--- config.mk ---
export PLATFORM = sky130hd
export DESIGN_NAME = vmt_div_lane
export DESIGN_NICKNAME = d
export VERILOG_FILES = /design/src/hdl/vmt_pkg.sv /design/src/hdl/vmt_div_lane.sv
export SDC_FILE = /design/constraint.sdc
export NUM_CORES = 1
export LEC_CHECK = 0
export BUFFER_PORTS_ARGS = -buffer_cell sky130_fd_sc_hd__buf_2
export CAP_MARGIN = 20
export CORE_ASPECT_RATIO = 1.4
export CORE_MARGIN = 2
export CORE_UTILIZATION = 40
export DETAILED_ROUTE_END_ITERATION = 8
export PLACE_DENSITY_LB_ADDON = 0.05
export SYNTH_ARGS = -nofsm -noshare
export SYNTH_HDL_FRONTEND = slang
export SYNTH_SLANG_ARGS = --single-unit
--- constraint.sdc ---
create_clock -name clk -period 13.48 [get_ports clk]
set_clock_uncertainty 0.2 [all_clocks]
set_input_delay 2.022 -clock clk [delete_from_list [all_inputs] [get_ports clk]]
set_output_delay 2.022 -clock clk [all_outputs]
set_load 0.05 [all_outputs]
--- src/hdl/vmt_pkg.sv ---
`default_nettype none
package vmt_pkg;

  // vertex and coefficient formats (signed Q8.8)
  localparam int VEC_N     = 4;
  localparam int DATA_W    = 16;
  localparam int COEF_W    = 16;
  localparam int PROD_W    = DATA_W + COEF_W;
  localparam int ACC_W     = PROD_W + 2;
  localparam int FRAC_BITS = 8;

  // saturation limits of a 16-bit signed result
  localparam int SAT_MAX = 32767;
  localparam int SAT_MIN = -32768;
  localparam int NEG_LIM = 32768;

  localparam logic [DATA_W-1:0] SAT_MAX_WORD = 16'h7fff;
  localparam logic [DATA_W-1:0] SAT_MIN_WORD = 16'h8000;
  localparam logic [DATA_W-1:0] ONE_Q88      = 16'h0100;

  // configuration port
  localparam int CFG_IDX_W  = 3;
  localparam int CFG_DATA_W = VEC_N * COEF_W;

  localparam logic [CFG_IDX_W-1:0] CFG_COEF_ROW0   = 3'd0;
  localparam logic [CFG_IDX_W-1:0] CFG_COEF_ROW1   = 3'd1;
  localparam logic [CFG_IDX_W-1:0] CFG_COEF_ROW2   = 3'd2;
  localparam logic [CFG_IDX_W-1:0] CFG_COEF_ROW3   = 3'd3;
  localparam logic [CFG_IDX_W-1:0] CFG_DIVIDE_MODE = 3'd4;

  // identity matrix, row 3 first
  localparam logic [VEC_N-1:0][CFG_DATA_W-1:0] COEF_RST = {
    64'h0100_0000_0000_0000,
    64'h0000_0100_0000_0000,
    64'h0000_0000_0100_0000,
    64'h0000_0000_0000_0100
  };

  // divider: (|e| << 8) / |w|, restoring, several quotient bits per stage
  localparam int DIV_NUM_W  = DATA_W + FRAC_BITS;
  localparam int DIV_DEN_W  = DATA_W;
  localparam int DIV_STEPS  = 4;
  localparam int DIV_STAGES = DIV_NUM_W / DIV_STEPS;

  typedef struct packed {
    logic [DIV_NUM_W-1:0] num;
    logic [DIV_DEN_W-1:0] den;
  } div_req_t;

  // per-vertex side data that travels next to the divider lanes
  typedef struct packed {
    logic [VEC_N-1:0][DATA_W-1:0] e;
    logic [VEC_N-2:0]             neg;
    logic                         zw;
    logic                         clip;
  } side_t;

endpackage
`default_nettype wire

--- src/hdl/vmt_div_lane.sv ---
`default_nettype none
module vmt_div_lane import vmt_pkg::*; (
  input  wire logic                 clk,
  input  wire logic                 en,
  input  wire div_req_t             req,
  output logic [DIV_NUM_W-1:0]      quo
);

  // nq holds the dividend bits still to consume, quotient bits shift in at the bottom
  logic [DIV_NUM_W-1:0] nq_r  [DIV_STAGES+1];
  logic [DIV_DEN_W-1:0] rem_r [DIV_STAGES];
  logic [DIV_DEN_W-1:0] den_r [DIV_STAGES];

  // capture stage
  always_ff @(posedge clk) begin
    if (en) begin
      nq_r[0]  <= req.num;
      rem_r[0] <= '0;
      den_r[0] <= req.den;
    end
  end

  for (genvar s = 0; s < DIV_STAGES; s++) begin : g_stage
    logic [DIV_NUM_W-1:0] nq_nxt;
    logic [DIV_DEN_W-1:0] rem_nxt;

    // DIV_STEPS restoring steps
    always_comb begin
      logic [DIV_DEN_W:0] trial;
      nq_nxt  = nq_r[s];
      rem_nxt = rem_r[s];
      trial   = '0;
      for (int i = 0; i < DIV_STEPS; i++) begin
        trial  = {rem_nxt, nq_nxt[DIV_NUM_W-1]};
        nq_nxt = {nq_nxt[DIV_NUM_W-2:0], 1'b0};
        if (trial >= {1'b0, den_r[s]}) begin
          trial     = trial - {1'b0, den_r[s]};
          nq_nxt[0] = 1'b1;
        end
        rem_nxt = trial[DIV_DEN_W-1:0];
      end
    end

    always_ff @(posedge clk) begin
      if (en) begin
        nq_r[s+1] <= nq_nxt;
      end
    end

    if (s < DIV_STAGES - 1) begin : g_carry
      always_ff @(posedge clk) begin
        if (en) begin
          rem_r[s+1] <= rem_nxt;
          den_r[s+1] <= den_r[s];
        end
      end
    end
  end

  assign quo = nq_r[DIV_STAGES];

endmodule
`default_nettype wire

==> run summary, run 1 <==
Outcome = completed
Global-route wire length before repair = 134 mm
# setup viols final = 0
Buffers from clock root to sink, at most = 3
Dpl hpwl = 69.2 mm
Buffer count from post-CTS setup fixing = 0
Layout overhead on the synthesized area = 9.48%
DRC violation count after routing = 0
Number of clock sinks = 344
Total of buffers placed on input and output ports = 65
Die ar. = 78700 sq um
Achievable clock frequency = 81.3 MHz
Warnings from Yosys = 0
Deepest level of the CTS H-tree = 2
Number of flops mapped to enable cells by yosys = 344
Fraction of synthesis flops using an asynchronous set or reset pin = 0%
Synthesized instance count = 3123
Type of the worst setup path = reg2reg
Buf/Inv on CP = 7
Die width = 238 um
Wirelength per Cell = 20.4 um
Setup_tns = 0 ns
Antenna diodes = 0
ANT nets after route = 0
Minimum period implied by the final worst setup slack = 12.30 ns
CTS Root Cell = clkbuf_16
Final worst path period share = 91.2%
Inserted Clock Buffers = 42
Arrival @ worst endpoint = 12.42 ns
Final Net Count = 3641
Post-Place Worst Slack = 0.988 ns
FP Rows = 119
Via count = 24000
Total standard cell area after synthesis = 30600 sq um
Proportion of layout cells with a drive suffix above 1 = 11.6%
Master of the slowest instance on the critical path = edfxtp_1
DRT Wirelength = 85.9 mm
Top_reg_cell synth = edfxtp_1
Total of flip-flops plus latches after synthesis = 344
Transition time at the pin with the least slew margin = 0.996 ns
RSZ-0062 raised after global routing = false
Grt total ovfl = 0
Sequential share of the synthesized area = 33.8%
Starting DRT DRC Count = 1352
Worst slew margin = 31.7%
Via count of the first global-routing pass = 24300
Final weighted congestion in routability-driven placement = 0.904
I/O Pins = 66
Leading cell type in the layout, fill and taps excluded = ha_1
Family of cells with the greatest summed delay on the critical path = compound AO/OA/AOI/OAI gates
Required time reported for the critical path endpoint = 13.61 ns
Endpoints failing hold = 0
Critical Path Sink Type = flip-flop
Startpoint type of the worst setup path = flip-flop
Hold-fix buffers at CTS = 0
Post-Synthesis Net Count = 3557
FILL cells = 7175
Post-synth cell types = 81
Worst-skew pair later-pin latency = 0.59 ns
Effective utilization at floorplan = 40.5%
Total Routing Usage GR = 21.8%
Max-cap check violation count = 0
Router iterations before antenna repair = 6
Clock edge transition at the registers on the reported setup and hold paths = 0.06 ns
Antenna violations before repair = 0
Pin count of the biggest net entering global routing = 103
Number of max-slew violations in the final report = 0
Maximum fanout along the worst path = 21
TritonCTS clock tree = yes
Worst stage delay on the critical path = 0.57 ns
Least setup slack across all paths after layout = 1.18 ns
Y dimension of the die = 331 um
Most frequent cells in the layout = 370 x ha_1, 344 x edfxtp_1, 256 x a21oi_1
Mean instance size in the synthesized netlist = 9.79 sq um
Vias per std cell = 5.70
Min-Delay Path Class = reg2reg
Core box area = 75500 sq um
## synthesized netlist by cell type, types with 22 or more instances
| library cell | count | area share, % |
|---|---|---|
| a211oi_1 | 25 | 0.61 |
| a21o_1 | 101 | 2.5 |
| a21oi_1 | 256 | 4.2 |
| a31oi_1 | 23 | 0.47 |
| clkbuf_1 | 26 | 0.32 |
| edfxtp_1 | 344 | 34 |
| fa_1 | 22 | 1.4 |
| ha_1 | 370 | 15 |
| inv_1 | 234 | 2.9 |
| mux2_2 | 172 | 6.3 |
| mux2i_1 | 30 | 0.98 |
| nand2_1 | 180 | 2.2 |
| nand2b_1 | 39 | 0.80 |
| nand3_1 | 36 | 0.59 |
| nand4_1 | 69 | 1.4 |
| nor2_1 | 207 | 2.5 |
| nor2b_1 | 55 | 1.1 |
| nor3_1 | 67 | 1.1 |
| o21a_1 | 52 | 1.3 |
| o21ai_0 | 163 | 2.7 |
| o21bai_1 | 33 | 0.81 |
| or3_1 | 24 | 0.49 |
| xnor2_1 | 167 | 4.8 |
| xor2_1 | 80 | 2.3 |
## stage by stage
| step | utilization (%) | area (sq um) | instances | hold slack [ns] |
|---|---|---|---|---|
| 2_1_floorplan | - | 30600 | 3123 | 0.200 |
| 3_3_place_gp | 42.5 | 32100 | 4130 | 0.200 |
| 3_5_place_dp | 42.5 | 32100 | 4130 | 0.205 |
| 4_1_cts | 44.3 | 33400 | 4204 | 0.212 |
| 5_1_grt | 44.3 | 33500 | 4205 | 0.219 |
| 6_report | 44.3 | 33500 | 4205 | 0.211 |
## cell families after synthesis
family | Yosys count | synth area share [%]
mux | 211 | 7.71
compound gates | 846 | 18.3
simple gates | 793 | 12.9
xor+xnor | 247 | 7.08
flops | 344 | 33.8
fa+ha+maj | 392 | 16.6
buf+inv | 290 | 3.64
## state kept, by name, indices dropped and copies added (netlist names)
name	flops
rem_r	80
nq_r	168
den_r	96
## worst reg2reg max path, delay by kind of cell (launching register included)
family / cells / cell delay [ns]
buffers and inverters: 7 / 1.44
AO/OA/AOI/OAI: 24 / 6.12
adder cells (fa/ha/maj): 4 / 1.29
flip-flops: 1 / 0.57
multiplexers: 2 / 0.70
AND/OR/NAND/NOR: 11 / 1.72
## path summary, 6_finish.rpt
path / slack [ns] / cells after the start / end / from
max reg2reg: 1.18 / 48 / rem_r[3][8] / den_r[2][1]
min reg2reg: 0.21 / 0 / nq_r[2][20] / nq_r[1][16]
min: 0.21 / 0 / nq_r[2][20] / nq_r[1][16]
max: 1.18 / 48 / rem_r[3][8] / den_r[2][1]
## layout make-up
class                      count  area (sq um)  share of cell area (%)
clock buffer                  52          1110                    3.32
clock inverter                22           226                   0.677
inverter                     241           905                    2.70
multi-input combinational   2489         19200                    57.3
sequential                   344         10300                    30.9
tap                          968          1210                    3.62
timing repair buffer          89           520                    1.56
## metal layers
| metal | track usage [%] | vias up | routed length [um] |
|---|---|---|---|
| li1 | - | 11900 | - |
| met1 | 22.9 | 11400 | 32500 |
| met2 | 43.6 | 483 | 47000 |
| met3 | 2.14 | 196 | 2360 |
| met4 | 9.80 | 0 | 4030 |
| met5 | 0 | - | 0 |
## what timing repair did
action                                  CTS  global route
endpoints found under the hold margin     0             0
endpoints found under the setup margin    0            16
resized for setup                         0             4
Power of run 1 is left out: the tool's default activity adds up to more than one toggle a clock period on the data nets, which glitch-free logic cannot reach.
==> run 2: changes to the inputs <==
- clock period: 13.48 -> 12.4 ns (I/O delays scaled with it)
==> run summary, run 2 (synthesis results as in run 1) <==
Buffers from clock root to sink, at most = 3 (unchanged)
Buf/Inv on CP = 4 (was 7)
Placed cell areas = 32200 sq um (was 32100 sq um)
Total Routing Usage GR = 22.3% (was 21.8%)
Number of clock sinks = 344 (unchanged)
CTS Root Cell = clkbuf_16 (unchanged)
Number of stages on the worst setup path = 43 (was 48)
Deepest level of the CTS H-tree = 2 (unchanged)
Leading cell type in the layout, fill and taps excluded = ha_1 (unchanged)
Final weighted congestion in routability-driven placement = 0.916 (was 0.904)
RSZ-0062 raised after global routing = false (unchanged)
DRT Wirelength = 88.5 mm (was 85.9 mm)
Flip-flop and latch area = 10300 sq um (unchanged)
R2R Path Start = den_r[4][12] (was den_r[2][1])
I/O Pins = 66 (unchanged)
Critical Path Sink Type = flip-flop (unchanged)
Grt total ovfl = 0 (unchanged)
Startpoint type of the worst setup path = flip-flop (unchanged)
Antenna diodes = 0 (unchanged)
Via count of the first global-routing pass = 24000 (was 24300)
Via count = 24000 (about the same)
Multi-input logic area = 19200 sq um (about the same)
Effective utilization at floorplan = 40.5% (unchanged)
Total of buffers placed on input and output ports = 65 (unchanged)
Max-cap check violation count = 0 (unchanged)
Min-Delay Path Class = reg2reg (unchanged)
Antenna violations before repair = 0 (unchanged)
Inserted Clock Buffers = 40 (was 42)
Clock edge transition at the registers on the reported setup and hold paths = 0.07 ns (was 0.06 ns)
Hold-fix buffers at CTS = 0 (unchanged)
Max reg flops = 168 (unchanged)
Transition time at the pin with the least slew margin = 1.04 ns (was 0.996 ns)
Endpoints failing hold = 0 (unchanged)
ANT nets after route = 0 (unchanged)
Core box area = 75500 sq um (unchanged)
Worst path most repeated cell = ha_1
FILL cells = 7246 (was 7175)
FP Rows = 119 (unchanged)
Router iterations before antenna repair = 5 (was 6)
Number of max-slew violations in the final report = 0 (unchanged)
Required time reported for the critical path endpoint = 12.52 ns (was 13.61 ns)
Starting DRT DRC Count = 1187 (was 1352)
Master of the slowest instance on the critical path = edfxtp_1 (unchanged)
R2r worst-path depth = 43 (was 48)
Reg-to-reg slack, setup = 0.72 ns (was 1.18 ns)
Proportion of layout cells with a drive suffix above 1 = 12.3% (was 11.6%)
Worst-skew pair later-pin latency = 0.58 ns (was 0.59 ns)
Setup_tns = 0 ns (unchanged)
Worst Hold Depth = 0 (unchanged)
Most frequent cells in the layout = 370 x ha_1, 344 x edfxtp_1, 256 x a21oi_1 (unchanged)
Wirelength per Cell = 21.0 um (was 20.4 um)
Y dimension of the die = 331 um (unchanged)
TritonCTS clock tree = yes (unchanged)
Dpl hpwl = 71.2 mm (was 69.2 mm)
Die ar. = 78700 sq um (unchanged)
Vias per std cell = 5.70 (about the same)
Worst slew margin = 30.7% (was 31.7%)
Family of cells with the greatest summed delay on the critical path = compound AO/OA/AOI/OAI gates (unchanged)
Tightest hold margin = 0.210 ns (was 0.211 ns)
Final Net Count = 3657 (was 3641)
Pin count of the biggest net entering global routing = 98 (was 103)
Register name with the most flops = nq_r (unchanged)
Post-route cell area = 33600 sq um (was 33500 sq um)
Hold Path Origin = nq_r[4][17] (was nq_r[1][16])
Die width = 238 um (unchanged)
Arrival @ worst endpoint = 11.80 ns (was 12.42 ns)
Maximum fanout along the worst path = 21 (unchanged)
Type of the worst setup path = reg2reg (unchanged)
Final worst path period share = 94.2% (was 91.2%)
Worst stage delay on the critical path = 0.46 ns (was 0.57 ns)
DRC violation count after routing = 0 (unchanged)
Minimum period implied by the final worst setup slack = 11.68 ns (was 12.30 ns)
Global-route wire length before repair = 135 mm (was 134 mm)
Startpoint of the worst setup timing path = den_r[4][12] (was den_r[2][1])
# setup viols final = 0 (unchanged)
Layout overhead on the synthesized area = 9.87% (was 9.48%)
Achievable clock frequency = 85.6 MHz (was 81.3 MHz)
Outcome = completed (unchanged)
Biggest registers after layout = nq_r x168, den_r x96, rem_r x80 (unchanged)
-- run 2: area by class of cell --
class,count,share of cell area (%)
Clock buffer,47,3.06
Clock inverter,21,0.678
Tap cell,968,3.61
Sequential cell,344,30.8
Inverter,241,2.71
Multi-Input combinational cell,2489,57.2
Timing Repair Buffer,107,1.99
-- run 2: path summary, 6_finish.rpt --
check / endpoint
setup reg to reg: rem_r[5][2]
hold / removal: nq_r[5][21]
hold reg to reg: nq_r[5][21]
setup / recovery: rem_r[5][2]
-- run 2: what timing repair did --
item	in CTS	in global routing
buffers inserted	0	5
endpoints found under the setup margin	0	64
resized for setup	0	18
-- run 2: per-stage QoR --
step                      setup WS [ns]  cells  util [%]
after floorplan                    1.24   3123         -
after global placement            0.614   4143      42.7
after detailed placement          0.110   4143      42.7
after CTS                        0.0883   4211      44.3
after global routing            0.00239   4217      44.5
final                             0.720   4217      44.5
-- run 2: per-layer routing --
metal	vias up	track usage [%]	wire length, um
li1	11900	-	-
met1	11600	23.6	34000
met2	404	44.9	48900
met3	154	2.29	2180
met4	0	8.20	3340
met5	-	0	0
-- run 2: worst register-to-register path, delay by kind of cell, from the launching register on --
kind	cells	cell delay, ns
adders and majority gates	4	1.39
muxes	4	1.57
and+or+nand+nor	8	1.47
AOI/OAI and AO/OA	23	5.21
DFF	1	0.46
buffers and inverters	4	1.13
Power of run 2 is left out for the same reason.
==> run 3: changes to the inputs <==
- clock period: 12.4 -> 11.12 ns (I/O delays scaled with it)
==> run summary, run 3 (synthesis results as in run 1) <==
Final weighted congestion in routability-driven placement = 0.926 (was 0.916)
Type of the worst setup path = reg2reg (unchanged)
Clock edge transition at the registers on the reported setup and hold paths = 0.06 ns (was 0.07 ns)
Global-route wire length before repair = 139 mm (was 135 mm)
Final Net Count = 3737 (was 3657)
Maximum fanout along the worst path = 15 (was 21)
Wirelength per Cell = 21.2 um (was 21.0 um)
Number of stages on the worst setup path = 44 (was 43)
Number of clock sinks = 344 (unchanged)
Grt total ovfl = 0 (unchanged)
Hold Path Origin = nq_r[5][18] (was nq_r[4][17])
# setup viols final = 0 (unchanged)
Antenna violations before repair = 1 (was 0)
Register name with the most flops = nq_r (unchanged)
Final core utilization = 45.6% (was 44.5%)
Number of max-slew violations in the final report = 0 (unchanged)
Startpoint of the worst setup timing path = den_r[2][6] (was den_r[4][12])
Vias per std cell = 5.67 (was 5.70)
I/O Pins = 66 (unchanged)
Via count of the first global-routing pass = 24600 (was 24000)
Arrival @ worst endpoint = 10.85 ns (was 11.80 ns)
Layout overhead on the synthesized area = 12.7% (was 9.87%)
Reg-to-reg slack, setup = 0.40 ns (was 0.72 ns)
Via count = 24400 (was 24000)
Deepest level of the CTS H-tree = 2 (unchanged)
Leading cell type in the layout, fill and taps excluded = ha_1 (unchanged)
Y dimension of the die = 331 um (unchanged)
Pin count of the biggest net entering global routing = 155 (was 98)
CTS Root Cell = clkbuf_16 (unchanged)
Die width = 238 um (unchanged)
Final worst path period share = 96.4% (was 94.2%)
Endpoints failing hold = 0 (unchanged)
Transition time at the pin with the least slew margin = 1.05 ns (was 1.04 ns)
ANT nets after route = 0 (unchanged)
Proportion of layout cells with a drive suffix above 1 = 15.6% (was 12.3%)
Destination of the critical timing path = rem_r[3][13] (was rem_r[5][2])
Max reg flops = 168 (unchanged)
Total Routing Usage GR = 23.0% (was 22.3%)
Max-cap check violation count = 0 (unchanged)
R2R Path Start = den_r[2][6] (was den_r[4][12])
Buf/Inv on CP = 6 (was 4)
Effective utilization at floorplan = 40.5% (unchanged)
Total of buffers placed on input and output ports = 65 (unchanged)
Achievable clock frequency = 93.3 MHz (was 85.6 MHz)
Biggest registers after layout = nq_r x168, den_r x96, rem_r x80 (unchanged)
Router iterations before antenna repair = 5 (unchanged)
DRT Wirelength = 91.2 mm (was 88.5 mm)
Worst-skew pair later-pin latency = 0.59 ns (was 0.58 ns)
Worst stage delay on the critical path = 0.52 ns (was 0.46 ns)
Die ar. = 78700 sq um (unchanged)
Required time reported for the critical path endpoint = 11.24 ns (was 12.52 ns)
Inserted Clock Buffers = 41 (was 40)
FP Rows = 119 (unchanged)
Worst slew margin = 30.0% (was 30.7%)
Min-Delay Path Class = reg2reg (unchanged)
Family of cells with the greatest summed delay on the critical path = compound AO/OA/AOI/OAI gates (unchanged)
Dpl hpwl = 73.9 mm (was 71.2 mm)
Reg2Reg Capture Point = rem_r[3][13] (was rem_r[5][2])
Core box area = 75500 sq um (unchanged)
R2r worst-path depth = 44 (was 43)
Most frequent cells in the layout = 364 x ha_1, 344 x edfxtp_1, 249 x a21oi_1 (was 370 x ha_1, 344 x edfxtp_1, 256 x a21oi_1)
Critical Path Sink Type = flip-flop (unchanged)
Buffers from clock root to sink, at most = 3 (unchanged)
Worst Hold Depth = 0 (unchanged)
Minimum period implied by the final worst setup slack = 10.72 ns (was 11.68 ns)
Starting DRT DRC Count = 1116 (was 1187)
Startpoint type of the worst setup path = flip-flop (unchanged)
Master of the slowest instance on the critical path = or4_1 (was edfxtp_1)
Outcome = completed (unchanged)
DRC violation count after routing = 0 (unchanged)
TritonCTS clock tree = yes (unchanged)
-- run 3: what timing repair did --
action	4_1_cts	5_1_grt
setup buffers	2	9
resized for setup	15	63
pin swaps	0	8
endpoints found under the setup margin	48	85
hold buffers	0	0
-- run 3: worst min-delay path by stage --
stage,to
after CTS,nq_r[6][22]
after global routing,nq_r[6][22]
after detailed placement,nq_r[1][18]
final,nq_r[6][22]
after floorplan,nq_r[1][10]
after global placement,nq_r[5][19]
-- run 3: cell type report --
type                       count  area, sq um
timing repair buffer         186         1280
clock inverter                25          234
inverter                     241          907
sequential                   344        10300
tap                          968         1210
antenna                        1         2.50
multi-input combinational   2489        19400
fill                        7215        41100
clock buffer                  45         1040
-- run 3: metal layers --
| metal | part of all wire, % | vias to the layer above | global-route usage [%] |
|---|---|---|---|
| met3 | 2.7 | 204 | 2.66 |
| met5 | 0 | - | 0 |
| met2 | 54 | 429 | 45.6 |
| met1 | 37 | 11600 | 23.4 |
| met4 | 5.7 | 0 | 12.1 |
| li1 | - | 12100 | - |
-- run 3: metrics by stage --
stage | setup TNS, ns | cell area (sq um) | instances | setup slack [ns] | hold WS, ns
6_report | 0 | 34400 | 4299 | 0.397 | 0.210
5_1_grt | -0.659 | 34400 | 4298 | -0.0667 | 0.219
4_1_cts | 0 | 34100 | 4289 | 0.0177 | 0.212
3_5_place_dp | -9.55 | 32800 | 4217 | -0.352 | 0.205
3_3_place_gp | -5.52 | 32800 | 4217 | -0.229 | 0.200
2_1_floorplan | 0 | 30600 | 3123 | 0.0990 | 0.200
Power of run 3 is left out for the same reason.
